[src/rtl/ddpi_pkg.sv]
// ----------------------------------------------------------------------------
// ddpi_pkg
// Types, microcode program and arctangent table shared by the pose
// integrator's sequencer and datapath.
// ----------------------------------------------------------------------------
package ddpi_pkg;

    localparam int PC_W         = 3;
    localparam int ITER_W       = 5;
    localparam int ATAN_ENTRIES = 24;

    localparam logic signed [31:0] CORDIC_GAIN = 32'sd652032874;

    typedef logic [PC_W-1:0]   t_pc;
    typedef logic [ITER_W-1:0] t_iter;

    // datapath operations, one per control word
    typedef enum logic [2:0] {
        OP_LOAD = 3'd0,
        OP_HEAD = 3'd1,
        OP_ROT  = 3'd2,
        OP_FLIP = 3'd3,
        OP_MUL1 = 3'd4,
        OP_MUL2 = 3'd5,
        OP_ACC  = 3'd6,
        OP_OUT  = 3'd7
    } t_op;

    // jump conditions; a true condition loads the target, else the step advances
    typedef enum logic [1:0] {
        COND_NONE     = 2'd0,
        COND_NO_IN    = 2'd1,
        COND_NOT_LAST = 2'd2,
        COND_OUT_BUSY = 2'd3
    } t_cond;

    typedef struct packed {
        t_op   op;
        t_cond cond;
        t_pc   target;
    } t_uword;

    typedef struct packed {
        t_op  op;
        logic ready;
        logic take;
    } t_ctl;

    typedef struct packed {
        logic iter_last;
        logic out_busy;
    } t_sts;

    localparam t_pc STEP_IDLE = 3'd0;
    localparam t_pc STEP_HEAD = 3'd1;
    localparam t_pc STEP_ROT  = 3'd2;
    localparam t_pc STEP_FLIP = 3'd3;
    localparam t_pc STEP_MUL1 = 3'd4;
    localparam t_pc STEP_MUL2 = 3'd5;
    localparam t_pc STEP_ACC  = 3'd6;
    localparam t_pc STEP_OUT  = 3'd7;

    // control store; the output step falls through to the idle step by wrap
    function automatic t_uword ucode(input t_pc pc);
        t_uword w;
        unique case (pc)
            STEP_IDLE: w = '{op: OP_LOAD, cond: COND_NO_IN,    target: STEP_IDLE};
            STEP_HEAD: w = '{op: OP_HEAD, cond: COND_NONE,     target: STEP_IDLE};
            STEP_ROT:  w = '{op: OP_ROT,  cond: COND_NOT_LAST, target: STEP_ROT};
            STEP_FLIP: w = '{op: OP_FLIP, cond: COND_NONE,     target: STEP_IDLE};
            STEP_MUL1: w = '{op: OP_MUL1, cond: COND_NONE,     target: STEP_IDLE};
            STEP_MUL2: w = '{op: OP_MUL2, cond: COND_NONE,     target: STEP_IDLE};
            STEP_ACC:  w = '{op: OP_ACC,  cond: COND_NONE,     target: STEP_IDLE};
            STEP_OUT:  w = '{op: OP_OUT,  cond: COND_OUT_BUSY, target: STEP_OUT};
        endcase
        return w;
    endfunction

    // arctangent of 2^-i in units of 2^-32 turn
    function automatic logic signed [31:0] atan_turn(input t_iter i);
        logic signed [31:0] a;
        unique case (i)
            5'd0:  a = 32'sd536870912;
            5'd1:  a = 32'sd316933406;
            5'd2:  a = 32'sd167458907;
            5'd3:  a = 32'sd85004756;
            5'd4:  a = 32'sd42667331;
            5'd5:  a = 32'sd21354465;
            5'd6:  a = 32'sd10679838;
            5'd7:  a = 32'sd5340245;
            5'd8:  a = 32'sd2670163;
            5'd9:  a = 32'sd1335087;
            5'd10: a = 32'sd667544;
            5'd11: a = 32'sd333772;
            5'd12: a = 32'sd166886;
            5'd13: a = 32'sd83443;
            5'd14: a = 32'sd41722;
            5'd15: a = 32'sd20861;
            5'd16: a = 32'sd10430;
            5'd17: a = 32'sd5215;
            5'd18: a = 32'sd2608;
            5'd19: a = 32'sd1304;
            5'd20: a = 32'sd652;
            5'd21: a = 32'sd326;
            5'd22: a = 32'sd163;
            5'd23: a = 32'sd81;
            default: a = 32'sd0;
        endcase
        return a;
    endfunction

endpackage

[src/rtl/ddpi_seq.sv]
// ----------------------------------------------------------------------------
// ddpi_seq
// Step counter and control store: fetch one control word per cycle and
// branch on the input valid and on datapath status.
// ----------------------------------------------------------------------------
module ddpi_seq (
    input  logic             i_clk,
    input  logic             i_rst_n,
    input  logic             i_in_valid,
    input  ddpi_pkg::t_sts   i_sts,
    output ddpi_pkg::t_ctl   o_ctl
);

    ddpi_pkg::t_pc    r_pc;
    ddpi_pkg::t_pc    n_pc;
    ddpi_pkg::t_uword w_word;
    logic             w_jump;

    assign w_word = ddpi_pkg::ucode(r_pc);

    always_comb begin
        unique case (w_word.cond)
            ddpi_pkg::COND_NONE:     w_jump = 1'b0;
            ddpi_pkg::COND_NO_IN:    w_jump = !i_in_valid;
            ddpi_pkg::COND_NOT_LAST: w_jump = !i_sts.iter_last;
            ddpi_pkg::COND_OUT_BUSY: w_jump = i_sts.out_busy;
        endcase
        n_pc = w_jump ? w_word.target : ddpi_pkg::t_pc'(r_pc + 1'b1);
    end

    always_ff @(posedge i_clk) begin
        if (!i_rst_n) begin
            r_pc <= ddpi_pkg::STEP_IDLE;
        end else begin
            r_pc <= n_pc;
        end
    end

    assign o_ctl.op    = w_word.op;
    assign o_ctl.ready = (w_word.op == ddpi_pkg::OP_LOAD);
    assign o_ctl.take  = (w_word.op == ddpi_pkg::OP_LOAD) && i_in_valid;

endmodule

[config.mk]
export PLATFORM = sky130hd
export DESIGN_NAME = ddpi_seq
export DESIGN_NICKNAME = d
export VERILOG_FILES = /design/src/rtl/ddpi_pkg.sv /design/src/rtl/ddpi_seq.sv
export SDC_FILE = /design/constraint.sdc
export NUM_CORES = 1
export LEC_CHECK = 0
export BUFFER_PORTS_ARGS = -buffer_cell sky130_fd_sc_hd__buf_2
export CELL_PAD_IN_SITES_DETAIL_PLACEMENT = 1
export CELL_PAD_IN_SITES_GLOBAL_PLACEMENT = 2
export CORE_MARGIN = 2
export CORE_UTILIZATION = 26
export DETAILED_ROUTE_END_ITERATION = 16
export GPL_TIMING_DRIVEN = 0
export PLACE_DENSITY_LB_ADDON = 0.1
export SETUP_SLACK_MARGIN = 0.1
export SYNTH_ARGS = -nofsm -noshare
export SYNTH_HDL_FRONTEND = slang
export SYNTH_SLANG_ARGS = --single-unit
export TNS_END_PERCENT = 100
[constraint.sdc]
create_clock -name i_clk -period 1.4 [get_ports i_clk]
set_clock_uncertainty 0.15 [all_clocks]
set_input_delay 0.28 -clock i_clk [delete_from_list [all_inputs] [get_ports i_clk]]
set_output_delay 0.28 -clock i_clk [all_outputs]
set_load 0.005 [all_outputs]
==> results of run 1 <==
## metal layers
metal  share of wire (%)  routed length [um]  track usage [%]  up-vias
li1                    -                   -                -      170
met1                  40                 354             12.2      160
met2                  49                 432             16.5       14
met3                 6.7                  59             2.45        5
met4                 3.9                  34             9.09        0
met5                   0                   0                0        -
## cell type report
type / count / area [um^2]
Fill cell: 181 / 921
Multi-Input combinational cell: 27 / 287
Sequential cell: 9 / 188
Timing Repair Buffer: 10 / 52.6
Clock buffer: 4 / 26.3
Buffer: 3 / 22.5
Tap cell: 16 / 20.0
Inverter: 2 / 7.51
## final timing paths
path / start / to / slack [ns] / cells past startpoint
setup / recovery: w_word[3]$_DFF_P_ / w_word[3]$_DFF_P_ / -0.04 / 4
setup reg to reg: w_word[3]$_DFF_P_ / w_word[3]$_DFF_P_ / -0.04 / 4
hold / removal: i_rst_n / r_pc[1]$_SDFF_PN0_ / 0.19 / 3
hold reg to reg: w_word[2]$_SDFF_PN0_ / w_word[2]$_SDFF_PN0_ / 0.45 / 2
## stage by stage
step	instance area, um^2	std cells
6_report	603	71
3_5_place_dp	528	66
3_3_place_gp	528	66
5_1_grt	603	71
4_1_cts	603	71
2_1_floorplan	463	41
## sequential cells by signal (all words and copies together), names as in the netlist
signal / count
r_pc: 3
w_word: 6
## cells in the mapped netlist, drive strengths merged
library cell,count
and3,2
dfxtp,9
or2,1
o21ai,1
buf,3
mux2i,1
inv,2
nor2,2
a21o,2
nand3,2
nor3b,1
xnor2,1
xor2,1
ha,1
a31oi,1
a21boi,1
nand2b,3
nand2,1
a21oi,3
nor3,1
and2,1
a32oi,1
## report_power, final
part           switching, uW  internal [uW]  total (uW)
Combinational            239            311         551
Clock                   90.0            110         200
Sequential              74.6            339         413
## logic make-up (layout without fill, tap and decap cells)
| logic type | after synthesis | count (layout) | synth area share [%] |
|---|---|---|---|
| AO/OA/AOI/OAI | 9 | 9 | 19.2 |
| XOR/XNOR | 2 | 2 | 4.13 |
| adder cells (fa/ha/maj) | 1 | 1 | 2.95 |
| buffers and inverters | 5 | 19 | 7.08 |
| flip-flops | 9 | 9 | 42.5 |
| multiplexers | 1 | 1 | 2.36 |
| AND/OR/NAND/NOR | 14 | 14 | 21.8 |
## timing repair
action,CTS,global route
setup endpoints to repair,9,9
gates resized for setup,9,0
cloned,0,0
buffers inserted,1,0
pin swaps,4,2
## worst reg2reg max path, delay by kind of cell (launching register included)
family             cells  cell delay (ns)
DFF                    1             0.33
muxes                  1             0.33
and+or+nand+nor        1             0.15
AOI/OAI and AO/OA      2             0.37
==> impl_metrics.csv, run 1 <==
group,metric,value,unit
run_status,status,"complete, but fails checks",
run_status,violations,"setup timing",
worst_setup_path,critPathKind,"reg2reg",
pwr,p_per_area,1930,nW/um^2
clock_tree,clkLatencyLatePin,0.26,ns
timing,post-route-period-util,103,%
clock_tree,max-clock-path-buffers,2,
clock_tree,cts_htree_levels,1,
global_routing,overflow,0,
worst_hold_path,min_path_type,"in2reg",
drt,firstDrtPassIters,2,
timing,holdWs,0.190,ns
worst_setup_path,path_max_fanout,7,
worst_setup_path,required,1.39,ns
final_layout,final_cell_mix,"buf_2 (9), dfxtp_1 (5), buf_4 (4)",
final_layout,antennaDiodeCount,0,
placement,place_ws,-0.167,ns
global_routing,grt_pass1_wl,1420,um
worst_setup_path,cp_slowest_cell,"dfxtp_2",
final_layout,syn_to_final_growth,42.2,%
worst_setup_path,crit_arrival,1.43,ns
logic_synthesis,syn_area,424,um^2
clock_tree,holdBufCountCts,0,
floorplan,core_area,1520,um^2
placement,gp_congestion,0.724,
drt,vias,349,
global_routing,antenna_found_initial,0,
drt,drc,0,
clock_tree,cts_tree,"done",
clock_tree,cts-root-buf,"clkbuf_4",
logic_synthesis,yosysWarnings,0,
floorplan,die_w,44.4,um
pwr,power,1160,uW
floorplan,dieArea,1970,um^2
floorplan,start_util,27.8,%
pwr,irDropWorstVdd,0.600,mV
timing,grt_setup_unrepaired,"true",
timing,hold_violations,0,
drt,wirelength,880,um
global_routing,first_global_vias,323,
worst_setup_path,worst-path-buf-inv,0,
clock_tree,numClockSinks,9,
floorplan,ios,10,
worst_setup_path,end_kind,"register",
timing,finalSetupViolations,3,
floorplan,rows,14,
logic_synthesis,syn-num-nets,47,
logic_synthesis,synth_top_area_share,42.5,%
timing,post-route-min-period,1.44,ns
logic_synthesis,postSynthCellCount,41,
final_layout,final_common_cell,"buf_2",
logic_synthesis,yosys.area.top_type,"dfxtp_1",
timing,setup_ws,-0.0426,ns
worst_setup_path,cpLargestDelayFamily,"compound AO/OA/AOI/OAI gates",
pwr,leakagePower,0.000262,uW
global_routing,grt_max_degree,8,
placement,portBuffers,9,
logic_synthesis,synth_cell_types,24,
logic_synthesis,synth-seq-cells,9,
worst_setup_path,critPathLaunchType,"register",
worst_setup_path,path_cells,"nand2b_4, a31oi_4, mux2i_2, a32oi_2",
job,drv_cap,0,
drt,vias_per_cell,4.92,
final_layout,nets,62,
logic_synthesis,syn_avg_cell_area,10.3,um^2
timing,tns,-0.0709,ns
timing,fmax,693,MHz
logic_synthesis,yosys-top-cells-area,"dfxtp_1 (42%), buf_4 (5.3%), a31oi_4 (5.0%), a32oi_2 (3.8%), a21oi_1 (3.5%)",
floorplan,die_height,44.4,um
final_layout,final_util,39.6,%
drt,drtAntennaViolNets,0,
logic_synthesis,seq_area_frac_synth,42.5,%
drt,wl_per_cell,12.4,um
timing,slew_viol_final,0,
timing,slew_headroom,80.2,%
placement,dp_hpwl,697,um
global_routing,grt.total_usage,10.6,%
final_layout,drive_gt1_share,61.8,%
clock_tree,clk_pin_slew,0.06,ns
drt,drt_iter0_drc,6,
clock_tree,numCtsBuffers,3,
timing,tightest_slew,0.297,ns
worst_setup_path,worst_path_largest_cell_delay,0.33,ns
Power figures use the tool's default switching activity.
==> inputs of run 2 (changes only) <==
GPL_TIMING_DRIVEN = not set   (was 0)
==> run 2 against run 1 <==
Against the previous run:
- the flow still finishes with violations (setup timing)
- first-iteration DRC count down 50%
- highest routed layer unchanged
- sequential cell count did not move
- critical path depth is 1 lower
- utilization increased by 1.6 points
- design area increased by 3.9%
==> impl_metrics.csv, run 2 (synthesis results as in run 1) <==
group,metric,value,unit
worst_hold_path,min_path_type,"in2reg",
timing,slew_headroom,80.9,%
final_layout,syn_to_final_growth,47.8,%
final_layout,final_cell_mix,"buf_2 (9), dfxtp_2 (5), buf_4 (4)",
drt,drt_iter0_drc,3,
global_routing,first_global_vias,331,
timing,grt_setup_unrepaired,"true",
final_layout,largest_reg_flops,6,
drt,drtAntennaViolNets,0,
final_layout,instances_no_fill,72,
placement,place_inst,67,
drt,wl_met1,363,um
global_routing,antenna_found_initial,0,
clock_tree,numClockSinks,9,
timing,setup_ws,-0.0191,ns
global_routing,grt_pass1_wl,1480,um
pwr,irDropWorstVdd,0.734,mV
clock_tree,cts_tree,"done",
drt,wirelength,908,um
worst_setup_path,required,0.97,ns
drt,wl_met3,71,um
drt,wl_met2,454,um
worst_setup_path,end_kind,"primary output",
clock_tree,clk_pin_slew,0.06,ns
run_status,status,"complete, but fails checks",
final_layout,drive_gt1_share,69.6,%
floorplan,die_height,44.4,um
floorplan,die_w,44.4,um
floorplan,dieArea,1970,um^2
placement,portBuffers,9,
global_routing,overflow,0,
drt,wl_per_cell,12.6,um
worst_setup_path,critPathLaunchType,"register",
global_routing,grt.total_usage,10.8,%
floorplan,start_util,27.8,%
final_layout,final_util,41.1,%
placement,dp_hpwl,730,um
timing,post-route-period-util,101,%
final_layout,antennaDiodeCount,0,
floorplan,ios,10,
final_layout,final_common_cell,"buf_2",
worst_setup_path,path_max_fanout,2,
clock_tree,cts-root-buf,"clkbuf_4",
drt,vias,344,
timing,tightest_slew,0.286,ns
clock_tree,clkLatencyLatePin,0.26,ns
drt,topRoutingLayerUsed,"met4",
job,drv_cap,0,
placement,dpl-instance-area,536,um^2
timing,post-route-min-period,1.42,ns
drt,firstDrtPassIters,2,
timing,finalSetupViolations,2,
pwr,leakagePower,0.000273,uW
floorplan,rows,14,
worst_setup_path,crit_arrival,0.99,ns
pwr,p_per_area,1930,nW/um^2
run_status,violations,"setup timing",
final_layout,nets,63,
clock_tree,numCtsBuffers,3,
timing,slew_viol_final,0,
floorplan,core_area,1520,um^2
worst_setup_path,critPathKind,"reg2out",
clock_tree,max-clock-path-buffers,2,
drt,drc,0,
timing,hold_violations,0,
drt,vias_per_cell,4.78,
clock_tree,cts_htree_levels,1,
timing,fmax,705,MHz
final_layout,design_area,627,um^2
global_routing,grt_max_degree,8,
placement,gp_congestion,0.773,
timing,tns,-0.0280,ns
run 2: cell types whose count changed in the layout (fill, tap and decap cells not counted), sizes merged:
cell | before | now
buf | 13 | 14
run 2: final cells by class:
type                       instances  area (um^2)
timing repair buffer              14         86.3
tap                               16         20.0
multi-input combinational         27          297
fill                             183          897
inverter                           2         7.51
sequential                         9          190
clock buffer                       4         26.3
run 2: stage by stage:
stage	total power [uW]	setup WS, ns	hold WS, ns
floorplan	754	0.0897	0.276
CTS	1180	-0.0436	0.173
finish	1210	-0.0191	0.193
global placement	882	-0.0901	0.410
detailed placement	895	-0.149	0.434
global route	1310	-0.0745	0.208
run 2: worst paths after layout:
path	cells after the start	end	slack, ns	start
worst min-delay path	3	w_word[6]$_DFF_P_	0.19	i_rst_n
worst max register to register	4	w_word[3]$_DFF_P_	-0.01	w_word[3]$_DFF_P_
worst max-delay path	3	o_ctl[0]	-0.02	w_word[7]$_DFF_P_
worst min register to register	2	w_word[2]$_SDFF_PN0_	0.44	w_word[2]$_SDFF_PN0_
run 2: timing repair:
action,in CTS,in global routing
setup endpoints to repair,8,10
resized for setup,9,5
hold endpoints to repair,0,0
setup buffers,0,1
pin swaps,4,4
hold buffers,0,0
run 2: routing by layer:
metal | vias to the layer above | GRT usage, %
met1 | 159 | 13.5
met2 | 11 | 17.4
met4 | 0 | 5.45
met3 | 2 | 2.45
met5 | - | 0
li1 | 172 | -
run 2: power by group:
| part | total [uW] | internal (uW) | switching (uW) |
|---|---|---|---|
| registers | 419 | 344 | 74.5 |
| clock network | 195 | 110 | 85.8 |
| logic | 598 | 348 | 250 |
run 2: worst max-delay path, stage by stage (launching register included):
cell	delay, ns
dfxtp_2	0.32
nor3_2	0.17
and2_1	0.13
buf_2	0.10
==> inputs of run 3 (changes only) <==
CTS_BUF_LIST = sky130_fd_sc_hd__clkbuf_4 sky130_fd_sc_hd__clkbuf_8 sky130_fd_sc_hd__clkbuf_16   (was not set)
==> run 3 against run 2 <==
Against the previous run:
- the run still ends with setup timing left
- sequential power barely moved
- design area rose by 1.2%
- clock-buffer cell count did not move
- clock power rose by 11%
- non-clock buffer count did not move
- utilization rose by 0.49 points
- combinational power barely moved
- final cell count did not move
- setup slack got worse by 0.00076 ns
- wire length rose by 0.77%
- critical endpoint unchanged
==> impl_metrics.csv, run 3 (synthesis results as in run 1) <==
group,metric,value,unit
run_status,status,"complete, but fails checks",
run_status,violations,"setup timing",
drt,wl_per_cell,12.7,um
global_routing,first_global_vias,334,
timing,post-route-period-util,101,%
worst_setup_path,cp_slowest_cell,"dfxtp_2",
pwr,p_per_area,1950,nW/um^2
floorplan,start_util,27.8,%
drt,wirelength,915,um
clock_tree,cts-root-buf,"clkbuf_4",
drt,drt_iter0_drc,4,
worst_hold_path,min_path_type,"in2reg",
pwr,leakagePower,0.000278,uW
drt,drc,0,
timing,slew_headroom,80.1,%
clock_tree,cts_tree,"done",
worst_setup_path,path_max_fanout,2,
timing,slew_viol_final,0,
final_layout,nets,63,
floorplan,rows,14,
timing,tightest_slew,0.298,ns
final_layout,final_util,41.6,%
worst_setup_path,crit_arrival,0.99,ns
floorplan,core_area,1520,um^2
worst_setup_path,path_cells,"nor3_2, and2_1, buf_2",
final_layout,final_common_cell,"buf_2",
final_layout,antennaDiodeCount,0,
global_routing,grt.total_usage,10.9,%
timing,setup_ws,-0.0199,ns
drt,vias,344,
worst_setup_path,critPathKind,"reg2out",
global_routing,grt_max_degree,8,
job,drv_cap,0,
worst_setup_path,critPathLaunchType,"register",
drt,vias_per_cell,4.78,
clock_tree,holdBufCountCts,0,
worst_setup_path,r2r_cells,4,
clock_tree,numCtsBuffers,3,
pwr,p_sw,414,uW
drt,drtAntennaViolNets,0,
timing,hold_violations,0,
final_layout,design_area,634,um^2
pwr,switching_share,33.5,%
pwr,irDropWorstVdd,0.661,mV
placement,portBuffers,9,
global_routing,antenna_found_initial,0,
pwr,intPower,822,uW
worst_setup_path,worstSetupStartpoint,"w_word[7]$_DFF_P_",
placement,gp_congestion,0.773,
clock_tree,cts_htree_levels,1,
placement,dpl-instance-area,536,um^2
placement,dp_hpwl,730,um
pwr,combPwrFrac,48.6,%
worst_hold_path,whs_path_depth,3,
global_routing,grt_pass1_wl,1490,um
final_layout,final_cell_mix,"buf_2 (9), dfxtp_2 (5), clkbuf_4 (4), buf_4 (4), dfxtp_1 (3)",
worst_setup_path,end_kind,"primary output",
floorplan,dieArea,1970,um^2
global_routing,overflow,0,
floorplan,die_height,44.4,um
timing,tns,-0.0397,ns
worst_setup_path,worst_path_largest_cell_delay,0.32,ns
drt,firstDrtPassIters,2,
clock_tree,numClockSinks,9,
worst_setup_path,required,0.97,ns
timing,grt_setup_unrepaired,"true",
pwr,power_frac_seq,33.9,%
worst_setup_path,r2r_start,"w_word[3]$_DFF_P_",
floorplan,ios,10,
timing,finalSetupViolations,2,
final_layout,drive_gt1_share,73.2,%
timing,fmax,704,MHz
floorplan,die_w,44.4,um
pwr,clkPwrFrac,17.5,%
clock_tree,max-clock-path-buffers,2,
timing,post-route-min-period,1.42,ns
worst_hold_path,hp-start,"i_rst_n",
clock_tree,clkLatencyLatePin,0.26,ns
clock_tree,clk_pin_slew,0.06,ns
final_layout,largest_reg_flops,6,
final_layout,syn_to_final_growth,49.6,%
-- run 3: cell count changes in the layout (fill, tap and decap cells not counted) --
cell	delta
clkbuf_1	-1
clkbuf_4	+1
o21ai_1	-1
o21ai_2	+1
-- run 3: per-stage QoR --
| step | cells | setup slack, ns | total power, uW | hold slack (ns) |
|---|---|---|---|---|
| final | 72 | -0.0199 | 1240 | 0.154 |
| after global routing | 72 | -0.0766 | 1330 | 0.168 |
| after detailed placement | 67 | -0.149 | 895 | 0.434 |
| after floorplan | 41 | 0.0897 | 754 | 0.276 |
| after global placement | 67 | -0.0901 | 882 | 0.410 |
| after CTS | 71 | -0.0465 | 1200 | 0.170 |
-- run 3: routing by layer --
metal	GRT usage [%]	up-vias	share of wire, %
met5	0	-	0
met2	17.4	11	50
li1	-	171	-
met3	2.45	2	7.7
met4	5.45	0	2.0
met1	13.8	160	40
-- run 3: power by group through the flow --
stage / logic, uW / registers, uW / clock network (uW)
floorplan: 362 / 392 / 0
global placement: 492 / 390 / 0
detailed placement: 497 / 398 / 0
CTS: 560 / 412 / 226
global route: 656 / 429 / 249
finish: 601 / 419 / 216
-- run 3: worst max-delay path: cells and delay by family (launching register included) --
kind | cells | cell delay (ns)
buffers and inverters | 1 | 0.10
and+or+nand+nor | 2 | 0.30
DFF | 1 | 0.32
-- run 3: repair_timing --
action	CTS	global route
pin swaps	4	4
setup endpoints to repair	8	10
buffers inserted	0	1
gates resized for setup	9	6
-- run 3: final timing paths --
kind	endpoint	slack, ns
setup / recovery	o_ctl[0]	-0.02
hold / removal	r_pc[2]$_SDFF_PN0_	0.15
setup reg to reg	w_word[3]$_DFF_P_	-0.02
hold reg to reg	r_pc[2]$_SDFF_PN0_	0.43
-- run 3: final cells by class --
| type | count | area [um^2] |
|---|---|---|
| well taps | 16 | 20.0 |
| repair buffers | 14 | 86.3 |
| fillers | 182 | 890 |
| inverters | 2 | 7.51 |
| flip-flops and latches | 9 | 190 |
| multi-input cells | 27 | 300 |
| clock buffers | 4 | 30.0 |
